--- src/rtl/cese_pkg.sv ---
// Package for the C-style escape encoder: item types, character constants
// and the escape encoding function. Depends on nothing.
package cese_pkg;

    // Input item: one raw byte of the buffer.
    typedef struct packed {
        logic [7:0] data_byte;
        logic       last_byte;
    } t_in_item;

    // Result item: one character of the escaped text.
    typedef struct packed {
        logic [7:0] out_char;
        logic       end_of_run;
        logic       end_of_text;
    } t_out_item;

    // One escape sequence of up to four characters; len is 0 when absent.
    typedef struct packed {
        logic [2:0]      len;
        logic [3:0][7:0] ch;
    } t_esc;

    // Queue entry: the escape of the held byte, then the escape of the
    // final byte, and whether this transfer closed the buffer.
    typedef struct packed {
        t_esc held_esc;
        t_esc last_esc;
        logic last_byte;
    } t_entry;

    // Bytes that take a two-character escape, then the other character constants.
    localparam logic [7:0] CH_BEL = 8'h07;
    localparam logic [7:0] CH_BS  = 8'h08;
    localparam logic [7:0] CH_TAB = 8'h09;
    localparam logic [7:0] CH_LF  = 8'h0a;
    localparam logic [7:0] CH_FF  = 8'h0c;
    localparam logic [7:0] CH_CR  = 8'h0d;
    localparam logic [7:0] CH_ESC = 8'h1b;
    localparam logic [7:0] CH_DQ  = 8'h22;
    localparam logic [7:0] CH_BSL = 8'h5c;
    localparam logic [7:0] CH_ZERO = 8'h30;
    localparam logic [7:0] CH_X    = 8'h78;
    localparam logic [7:0] PRINT_LO = 8'd32;
    localparam logic [7:0] PRINT_HI = 8'd126;

    function automatic logic is_oct(input logic [7:0] c);
        return c inside {[8'h30:8'h37]};
    endfunction

    function automatic logic is_hex(input logic [7:0] c);
        return c inside {[8'h30:8'h39], [8'h61:8'h66], [8'h41:8'h46]};
    endfunction

    function automatic logic [7:0] hex_digit(input logic [3:0] v);
        if (v < 4'd10) begin
            return {4'h0, v} + CH_ZERO;
        end
        return {4'h0, v} + 8'd87;
    endfunction

    // Escape of byte x when it is followed by byte z (zero for none).
    function automatic t_esc esc_encode(input logic [7:0] x, input logic [7:0] z);
        t_esc       e;
        logic [7:0] c;
        e = '0;
        case (x)
            CH_BSL:  c = CH_BSL;
            CH_DQ:   c = CH_DQ;
            CH_TAB:  c = 8'h74;
            CH_LF:   c = 8'h6e;
            CH_CR:   c = 8'h72;
            CH_FF:   c = 8'h66;
            CH_BS:   c = 8'h62;
            CH_BEL:  c = 8'h61;
            CH_ESC:  c = 8'h65;
            default: c = 8'h00;
        endcase
        if (c != 8'h00) begin
            e.len   = 3'd2;
            e.ch[0] = CH_BSL;
            e.ch[1] = c;
        end else if (x inside {[PRINT_LO:PRINT_HI]}) begin
            e.len   = 3'd1;
            e.ch[0] = x;
        end else if (x < 8'd8) begin
            e.ch[0] = CH_BSL;
            if (is_oct(z)) begin
                e.len   = 3'd4;
                e.ch[1] = CH_ZERO;
                e.ch[2] = CH_ZERO;
                e.ch[3] = CH_ZERO + x;
            end else begin
                e.len   = 3'd2;
                e.ch[1] = CH_ZERO + x;
            end
        end else begin
            e.ch[0] = CH_BSL;
            e.ch[1] = CH_X;
            if (x >= 8'd16 || is_hex(z)) begin
                e.len   = 3'd4;
                e.ch[2] = hex_digit(x[7:4]);
                e.ch[3] = hex_digit(x[3:0]);
            end else begin
                e.len   = 3'd3;
                e.ch[2] = hex_digit(x[3:0]);
            end
        end
        return e;
    endfunction

endpackage

--- src/rtl/cese_front.sv ---
// Front end of the escape encoder: holds each byte until its successor
// arrives and classifies it into queue entries. Depends on cese_pkg.
module cese_front (
    input  logic              i_clk,
    input  logic              i_rst_n,
    input  logic              i_in_valid,
    output logic              o_in_ready,
    input  cese_pkg::t_in_item i_in_data,
    input  logic              i_q_full,
    output logic              o_push,
    output cese_pkg::t_entry  o_entry
);
    import cese_pkg::*;

    logic [7:0] r_held_byte;
    logic       r_held_valid;
    logic [7:0] n_held_byte;
    logic       n_held_valid;
    logic       accept;

    assign o_in_ready = !i_q_full;
    assign accept     = i_in_valid && o_in_ready;

    always_comb begin
        o_entry.held_esc  = r_held_valid ? esc_encode(r_held_byte, i_in_data.data_byte) : '0;
        o_entry.last_esc  = i_in_data.last_byte ? esc_encode(i_in_data.data_byte, 8'h00)
                                                 : '0;
        o_entry.last_byte = i_in_data.last_byte;
        o_push = accept && (r_held_valid || i_in_data.last_byte);
    end

    always_comb begin
        n_held_byte  = r_held_byte;
        n_held_valid = r_held_valid;
        if (accept) begin
            n_held_byte  = i_in_data.last_byte ? 8'h00 : i_in_data.data_byte;
            n_held_valid = !i_in_data.last_byte;
        end
    end

    always_ff @(posedge i_clk) begin
        if (!i_rst_n) begin
            r_held_byte  <= 8'h00;
            r_held_valid <= 1'b0;
        end else begin
            r_held_byte  <= n_held_byte;
            r_held_valid <= n_held_valid;
        end
    end

    // Nothing is queued on the opening byte of a buffer that has more to come.
    assert property (@(posedge i_clk) disable iff (!i_rst_n)
        (accept && !r_held_valid && !i_in_data.last_byte) |-> !o_push)
        else $error("entry queued without a held byte or final byte");

endmodule

--- src/rtl/cese_fifo.sv ---
// Short queue of classified entries between front and back end.
// Depends on cese_pkg.
module cese_fifo #(
    parameter int DEPTH = 2
) (
    input  logic             i_clk,
    input  logic             i_rst_n,
    input  logic             i_push,
    input  cese_pkg::t_entry i_entry,
    input  logic             i_pop,
    output cese_pkg::t_entry o_head,
    output logic             o_full,
    output logic             o_empty
);
    import cese_pkg::*;

    localparam int PW = (DEPTH > 1) ? $clog2(DEPTH) : 1;
    localparam int CW = $clog2(DEPTH + 1);
    localparam logic [PW-1:0] LAST_PTR = PW'(DEPTH - 1);
    localparam logic [CW-1:0] FULL_CNT = CW'(DEPTH);

    t_entry        r_mem [DEPTH];
    logic [PW-1:0] r_wr_ptr;
    logic [PW-1:0] r_rd_ptr;
    logic [CW-1:0] r_count;
    logic [PW-1:0] n_wr_ptr;
    logic [PW-1:0] n_rd_ptr;
    logic [CW-1:0] n_count;

    assign o_head  = r_mem[r_rd_ptr];
    assign o_full  = (r_count == FULL_CNT);
    assign o_empty = (r_count == '0);

    always_comb begin
        n_wr_ptr = r_wr_ptr;
        n_rd_ptr = r_rd_ptr;
        n_count  = r_count;
        if (i_push) begin
            n_wr_ptr = (r_wr_ptr == LAST_PTR) ? '0 : r_wr_ptr + 1'b1;
        end
        if (i_pop) begin
            n_rd_ptr = (r_rd_ptr == LAST_PTR) ? '0 : r_rd_ptr + 1'b1;
        end
        if (i_push && !i_pop) begin
            n_count = r_count + 1'b1;
        end else if (i_pop && !i_push) begin
            n_count = r_count - 1'b1;
        end
    end

    always_ff @(posedge i_clk) begin
        if (i_push) begin
            r_mem[r_wr_ptr] <= i_entry;
        end
    end

    always_ff @(posedge i_clk) begin
        if (!i_rst_n) begin
            r_wr_ptr <= '0;
            r_rd_ptr <= '0;
            r_count  <= '0;
        end else begin
            r_wr_ptr <= n_wr_ptr;
            r_rd_ptr <= n_rd_ptr;
            r_count  <= n_count;
        end
    end

    assert property (@(posedge i_clk) disable iff (!i_rst_n) i_pop |-> !o_empty)
        else $error("queue popped while empty");

    assert property (@(posedge i_clk) disable iff (!i_rst_n) i_push |-> !o_full)
        else $error("queue pushed while full");

    assert property (@(posedge i_clk) disable iff (!i_rst_n) r_count <= FULL_CNT)
        else $error("queue count out of range");

endmodule

--- src/rtl/cese_back.sv ---
// Back end of the escape encoder: walks the characters of the head queue entry
// one per cycle, unless the output stalls, into the output register. Depends on cese_pkg.
module cese_back (
    input  logic                i_clk,
    input  logic                i_rst_n,
    input  cese_pkg::t_entry    i_head,
    input  logic                i_empty,
    output logic                o_pop,
    output logic                o_out_valid,
    input  logic                i_out_ready,
    output cese_pkg::t_out_item o_out_data
);
    import cese_pkg::*;

    logic [2:0] r_idx;
    logic [2:0] n_idx;
    logic       r_out_valid;
    logic       n_out_valid;
    t_out_item  r_out;
    t_out_item  n_out;
    logic       advance;
    logic [3:0] total;
    logic       final_char;
    logic [2:0] b_idx;
    logic [7:0] ch;

    assign advance    = !i_empty && (!r_out_valid || i_out_ready);
    assign total      = {1'b0, i_head.held_esc.len} + {1'b0, i_head.last_esc.len};
    assign final_char = ({1'b0, r_idx} == (total - 4'd1));
    assign b_idx      = r_idx - i_head.held_esc.len;
    assign ch         = (r_idx < i_head.held_esc.len) ? i_head.held_esc.ch[r_idx[1:0]]
                                                      : i_head.last_esc.ch[b_idx[1:0]];
    assign o_pop      = advance && final_char;

    always_comb begin
        n_idx       = r_idx;
        n_out       = r_out;
        n_out_valid = r_out_valid;
        if (advance) begin
            n_out.out_char    = ch;
            n_out.end_of_run  = final_char;
            n_out.end_of_text = final_char && i_head.last_byte;
            n_out_valid       = 1'b1;
            n_idx             = final_char ? 3'd0 : r_idx + 3'd1;
        end else if (i_out_ready) begin
            n_out_valid = 1'b0;
        end
    end

    always_ff @(posedge i_clk) begin
        r_out <= n_out;
    end

    always_ff @(posedge i_clk) begin
        if (!i_rst_n) begin
            r_idx       <= 3'd0;
            r_out_valid <= 1'b0;
        end else begin
            r_idx       <= n_idx;
            r_out_valid <= n_out_valid;
        end
    end

    assign o_out_valid = r_out_valid;
    assign o_out_data  = r_out;

    assert property (@(posedge i_clk) disable iff (!i_rst_n)
        (r_out_valid && r_out.end_of_text) |-> r_out.end_of_run)
        else $error("end of text without end of run");

    assert property (@(posedge i_clk) disable iff (!i_rst_n)
        !i_empty |-> ({1'b0, r_idx} < total))
        else $error("character index beyond entry length");

endmodule

--- src/rtl/c_escape_sequence_encoder.sv ---
// Top level of the C-style escape encoder: front end, entry queue and
// back end. Depends on cese_pkg, cese_front, cese_fifo and cese_back.
//
//  Channel  Direction  Handshake                Payload
//  input    in         i_in_valid / o_in_ready  i_in_data  (t_in_item)
//  output   out        o_out_valid / i_out_ready o_out_data (t_out_item)
//
// Each input transfer yields from zero to eight characters: the escape of
// the byte held from the previous transfer, and on the final byte of a
// buffer the escape of that byte too. Characters leave one per cycle while
// the output is not stalled; each escape is one to four characters long,
// and a final byte brings two escapes. Reset is synchronous and clears
// the held byte, the queue and the output register's valid flag. The
// front end accepts a transfer in every cycle while the queue has room,
// so the input side keeps moving while the output side stalls, until
// the queue fills.
module c_escape_sequence_encoder #(
    parameter int QUEUE_DEPTH = 2
) (
    input  logic                i_clk,
    input  logic                i_rst_n,
    input  logic                i_in_valid,
    output logic                o_in_ready,
    input  cese_pkg::t_in_item  i_in_data,
    output logic                o_out_valid,
    input  logic                i_out_ready,
    output cese_pkg::t_out_item o_out_data
);
    import cese_pkg::*;

    // Classified entries travel from the front end to the back end here.
    t_entry push_entry;
    t_entry head_entry;
    logic   push;
    logic   pop;
    logic   q_full;
    logic   q_empty;

    // The front end holds one byte back, since its escape depends on the
    // byte that follows it.
    cese_front u_front (
        .i_clk      (i_clk),
        .i_rst_n    (i_rst_n),
        .i_in_valid (i_in_valid),
        .o_in_ready (o_in_ready),
        .i_in_data  (i_in_data),
        .i_q_full   (q_full),
        .o_push     (push),
        .o_entry    (push_entry)
    );

    cese_fifo #(
        .DEPTH (QUEUE_DEPTH)
    ) u_fifo (
        .i_clk   (i_clk),
        .i_rst_n (i_rst_n),
        .i_push  (push),
        .i_entry (push_entry),
        .i_pop   (pop),
        .o_head  (head_entry),
        .o_full  (q_full),
        .o_empty (q_empty)
    );

    // The back end pops an entry once its last character has been loaded
    // into the output register.
    cese_back u_back (
        .i_clk       (i_clk),
        .i_rst_n     (i_rst_n),
        .i_head      (head_entry),
        .i_empty     (q_empty),
        .o_pop       (pop),
        .o_out_valid (o_out_valid),
        .i_out_ready (i_out_ready),
        .o_out_data  (o_out_data)
    );

endmodule
--- config.mk ---
export PLATFORM = sky130hd
export DESIGN_NAME = c_escape_sequence_encoder
export DESIGN_NICKNAME = d
export VERILOG_FILES = /design/src/rtl/cese_pkg.sv /design/src/rtl/cese_front.sv /design/src/rtl/cese_fifo.sv /design/src/rtl/cese_back.sv /design/src/rtl/c_escape_sequence_encoder.sv
export SDC_FILE = /design/constraint.sdc
export NUM_CORES = 1
export LEC_CHECK = 0
export BUFFER_PORTS_ARGS = -buffer_cell sky130_fd_sc_hd__buf_4
export CAP_MARGIN = 20
export CORE_MARGIN = 8
export CORE_UTILIZATION = 35
export DETAILED_ROUTE_END_ITERATION = 16
export GPL_TIMING_DRIVEN = 0
export PLACE_DENSITY = 0.6
export SYNTH_ARGS = -nofsm -noshare
export SYNTH_HDL_FRONTEND = slang
export SYNTH_SLANG_ARGS = --single-unit
--- constraint.sdc ---
create_clock -name i_clk -period 7.5 [get_ports i_clk]
set_clock_uncertainty 0.15 [all_clocks]
set_input_delay 0.75 -clock i_clk [delete_from_list [all_inputs] [get_ports i_clk]]
set_output_delay 0.75 -clock i_clk [all_outputs]
set_load 0.01 [all_outputs]
==> impl_metrics.csv <==
group,metric,value,unit
synth,ys_warn_count,0,
pwr,seq_power_share,42.8,%
timing,fmax,244,MHz
final_layout,antenna_cells,0,
detailed_routing,dr.pass1.iters,5,
clock_network,htreeDepth,4,
synth,synth-compound-area-share,11.6,%
setup_path,slowest_stage,"buf_2",
detailed_routing,ant_nets,0,
clock_network,cts_setup_buffers,0,
detailed_routing,drcViolationCount,0,
final_layout,multiInputGateArea,3550,sq um
timing,layout_worst_path_cycle_share,54.7,%
pwr,clkPwrFrac,30.9,%
run_status,status,"complete, no violations",
pwr,p_per_area,274,nW/um^2
hold_path,hp-class,"reg -> reg",
synth,ys_seq_elements,164,
clock_network,clk_path_buf_depth,2,
synth,synth_cells,672,
pwr,p_int,0.00190,W
synth,seq_area_frac_synth,55.5,%
setup_path,cp_cell_sequence,"buf_2 -> buf_2 -> mux2i_1 -> ha_1 -> inv_1 -> ha_1 -> inv_1 -> fa_1 -> xnor2_1 -> nor4_1 -> buf_2 -> nand2_1 -> ha_1 -> or3_1 -> a21boi_0",
pwr,power.net_switching,0.000792,W
pwr,p_leak,3.33,nW
setup_path,critPathMaxFanout,10,
synth,synth_top_family_by_area,"simple AND/OR/NAND/NOR gates",
floorplan,die_w,172,microns
final_layout,fill_cells,2278,
final_layout,nets,772,
detailed_routing,viasPerCell,5.38,
place,dp_hpwl,14600,microns
timing,finalSetupViolCount,0,
grt,grt_use_total,14.1,%
clock_network,postCtsHoldBufs,0,
clock_network,clk_pin_slew,0.06,ns
clock_network,numCtsBuffers,17,
synth,synth-edff-count,146,
floorplan,die_h,172,microns
final_layout,seqCellArea,4740,sq um
timing,hold_viol,0,
setup_path,crit_family,"adder cells",
final_layout,drive_gt1_share,17.4,%
place,place_area,9260,sq um
floorplan,die_area,29700,sq um
grt,grt_max_degree,56,
floorplan,initial_core_util,35.4,%
detailed_routing,wirelength,20300,microns
clock_network,root_buffer,"clkbuf_16",
timing,worstMarginPinSlew,0.991,ns
detailed_routing,wl_per_cell,19.0,microns
floorplan,io_pins,25,
final_layout,finalInstanceArea,9840,sq um
pwr,comb_power_share,26.3,%
pwr,switching_share,29.4,%
timing,rsz0062_at_grt,"false",
detailed_routing,vias,5739,
final_layout,area_growth_syn_to_layout,15.0,%
grt,grt_pass1_vias,5585,
synth,synthMuxAreaShare,10.1,%
synth,synthSimpleGateAreaFrac,13.4,%
synth,async_flop_share,0,%
timing,period_needed,4.10,ns
synth,synthesis.area,8550,sq um
clock_network,cts_tree,"done",
detailed_routing,dr.first_iter.drc_count,552,
synth,synth-xor-area-share,1.33,%
grt,overflow,0,
place,gp_congestion,0.918,
grt,grt_pass1_wl,31800,microns
clock_network,cts-resized-gates,0,
setup_path,crit_type,"reg -> reg",
setup_path,cp-end-kind,"flip-flop",
setup_path,cp.buffers_inverters,5,
floorplan,coreArea,24200,sq um
synth,syn_area_per_cell,12.7,sq um
synth,ys_types,72,
place,io_buffers,24,
synth,synth_top_flop_cell,"edfxtp_1",
pwr,ir_worst_vdd,0.164,mV
clock_network,cts_sinks,164,
run,maxCapViolations,0,
timing,drv_slew,0,
floorplan,rows,57,
setup_path,arrival,4.29,ns
timing,max_slew_margin,33.9,%
grt,antenna_found_initial,0,
setup_path,cp-start-kind,"flip-flop",
timing,fin_setup_tns,0,ns
setup_path,crit_path_max_incr_delay,0.40,ns
final_layout,utilization,40.7,%
synth,synthAdderAreaFrac,4.48,%
setup_path,crit_required,7.69,ns
clock_network,clk_latency,0.42,ns
[per-layer routing]
layer | vias to the layer above | routed length [microns] | track usage, %
li1 | 2696 | - | -
met1 | 2826 | 9710 | 19.9
met2 | 195 | 9140 | 21.4
met3 | 22 | 1180 | 3.11
met4 | 0 | 254 | 4.35
met5 | - | 0 | 0
[layout make-up]
| class | count | area share, % |
|---|---|---|
| sequential | 164 | 48.2 |
| multi-input combinational | 450 | 36.1 |
| clock buffer | 19 | 4.40 |
| tap | 324 | 4.12 |
| timing repair buffer | 29 | 2.72 |
| buffer | 45 | 2.20 |
| clock inverter | 13 | 1.37 |
| inverter | 22 | 0.839 |
[worst reg2reg max path, delay by kind of cell (launching register included)]
family	cells	cell delay [ns]
buf+inv	5	1.06
mux	1	0.33
flops	1	0.33
xor+xnor	1	0.14
compound gates	1	0.16
fa+ha+maj	4	1.16
simple gates	3	0.71
[flip-flops by register name, indices dropped and copies added, names as in the netlist, named ones only]
signal and cells:
u_fifo.r_mem 136, u_back.o_out_valid 1, u_back.o_out_data 10, u_fifo.r_rd_ptr 1
u_fifo.r_wr_ptr 1, u_back.r_idx 3, u_fifo.r_count 2, u_front.r_held_valid 1
u_front.r_held_byte 8
[stage by stage]
step | hold WS [ns] | power, W | worst slack [ns] | std cells
after floorplan | 0.341 | 0.00164 | 2.86 | 681
after CTS | 0.393 | 0.00272 | 2.79 | 1064
final | 0.390 | 0.00270 | 3.40 | 1066
after global routing | 0.394 | 0.00282 | 2.95 | 1066
after detailed placement | 0.382 | 0.00188 | 2.80 | 1032
after global placement | 0.364 | 0.00187 | 0.631 | 1029
[cells in the mapped netlist (9+ instances only)]
library cell / instances / area share [%]
edfxtp_1: 146 / 51
nand2_1: 44 / 1.9
a21oi_1: 38 / 2.2
mux4_2: 30 / 7.9
ha_1: 29 / 4.2
nor2_1: 29 / 1.3
clkbuf_1: 23 / 1.0
nor3_1: 22 / 1.3
nand3_1: 21 / 1.2
nor2b_1: 20 / 1.5
o21ai_0: 20 / 1.2
inv_1: 19 / 0.83
dfxtp_1: 18 / 4.2
mux2i_1: 18 / 2.1
buf_2: 17 / 0.99
a211oi_1: 14 / 1.2
and2_1: 12 / 0.88
a21boi_0: 11 / 0.97
a31oi_1: 10 / 0.73
nand4_1: 10 / 0.73
xnor2_1: 10 / 1.0
nor4_1: 9 / 0.66
[power by group through the flow]
stage          logic (W)  registers (W)  clock network [W]
2_1_floorplan   0.000459        0.00118                  0
3_3_place_gp    0.000689        0.00118                  0
3_5_place_dp    0.000708        0.00117                  0
4_1_cts         0.000711        0.00116           0.000849
5_1_grt         0.000774        0.00116           0.000881
6_report        0.000710        0.00115           0.000833
[kinds of logic (layout without fill, tap and decap cells)]
group | after synthesis | after routing
AOI/OAI and AO/OA | 139 | 139
muxes | 49 | 49
other | 1 | 10
and+or+nand+nor | 209 | 209
xor gates and xnor gates | 13 | 13
adders and majority gates | 30 | 30
buffers and inverters | 67 | 128
DFF | 164 | 164
[final timing paths]
check,to,cells past startpoint,slack (ns),start
setup / recovery,u_fifo.r_count[1]$_SDFFE_PN0P_,15,3.40,flip-flop
hold / removal,u_fifo.r_count[1]$_SDFFE_PN0P_,2,0.39,u_fifo.r_count[1]$_SDFFE_PN0P_
setup reg to reg,u_fifo.r_count[1]$_SDFFE_PN0P_,15,3.40,flip-flop
hold reg to reg,u_fifo.r_count[1]$_SDFFE_PN0P_,2,0.39,u_fifo.r_count[1]$_SDFFE_PN0P_
[cells in the final DEF, fill, tap and decap left out, types with 11 or more instances in the layout]
| cell | netlist | final |
|---|---|---|
| a211oi_1 | 14 | 14 |
| buf_2 | 17 | 18 |
| clkbuf_1 | 23 | 25 |
| nor3_1 | 22 | 22 |
| and2_1 | 12 | 11 |
| nand3_1 | 21 | 21 |
| ha_1 | 29 | 29 |
| nor2_1 | 29 | 28 |
| nor2b_1 | 20 | 20 |
| clkbuf_16 | 0 | 17 |
| edfxtp_1 | 146 | 146 |
| a21oi_1 | 38 | 38 |
| inv_1 | 19 | 19 |
| a21boi_0 | 11 | 11 |
| mux4_2 | 30 | 30 |
| mux2i_1 | 18 | 18 |
| o21ai_0 | 20 | 20 |
| dfxtp_1 | 18 | 18 |
| buf_4 | 1 | 26 |
| nand2_1 | 44 | 44 |
Note: power is estimated with default switching activity, not from simulation.
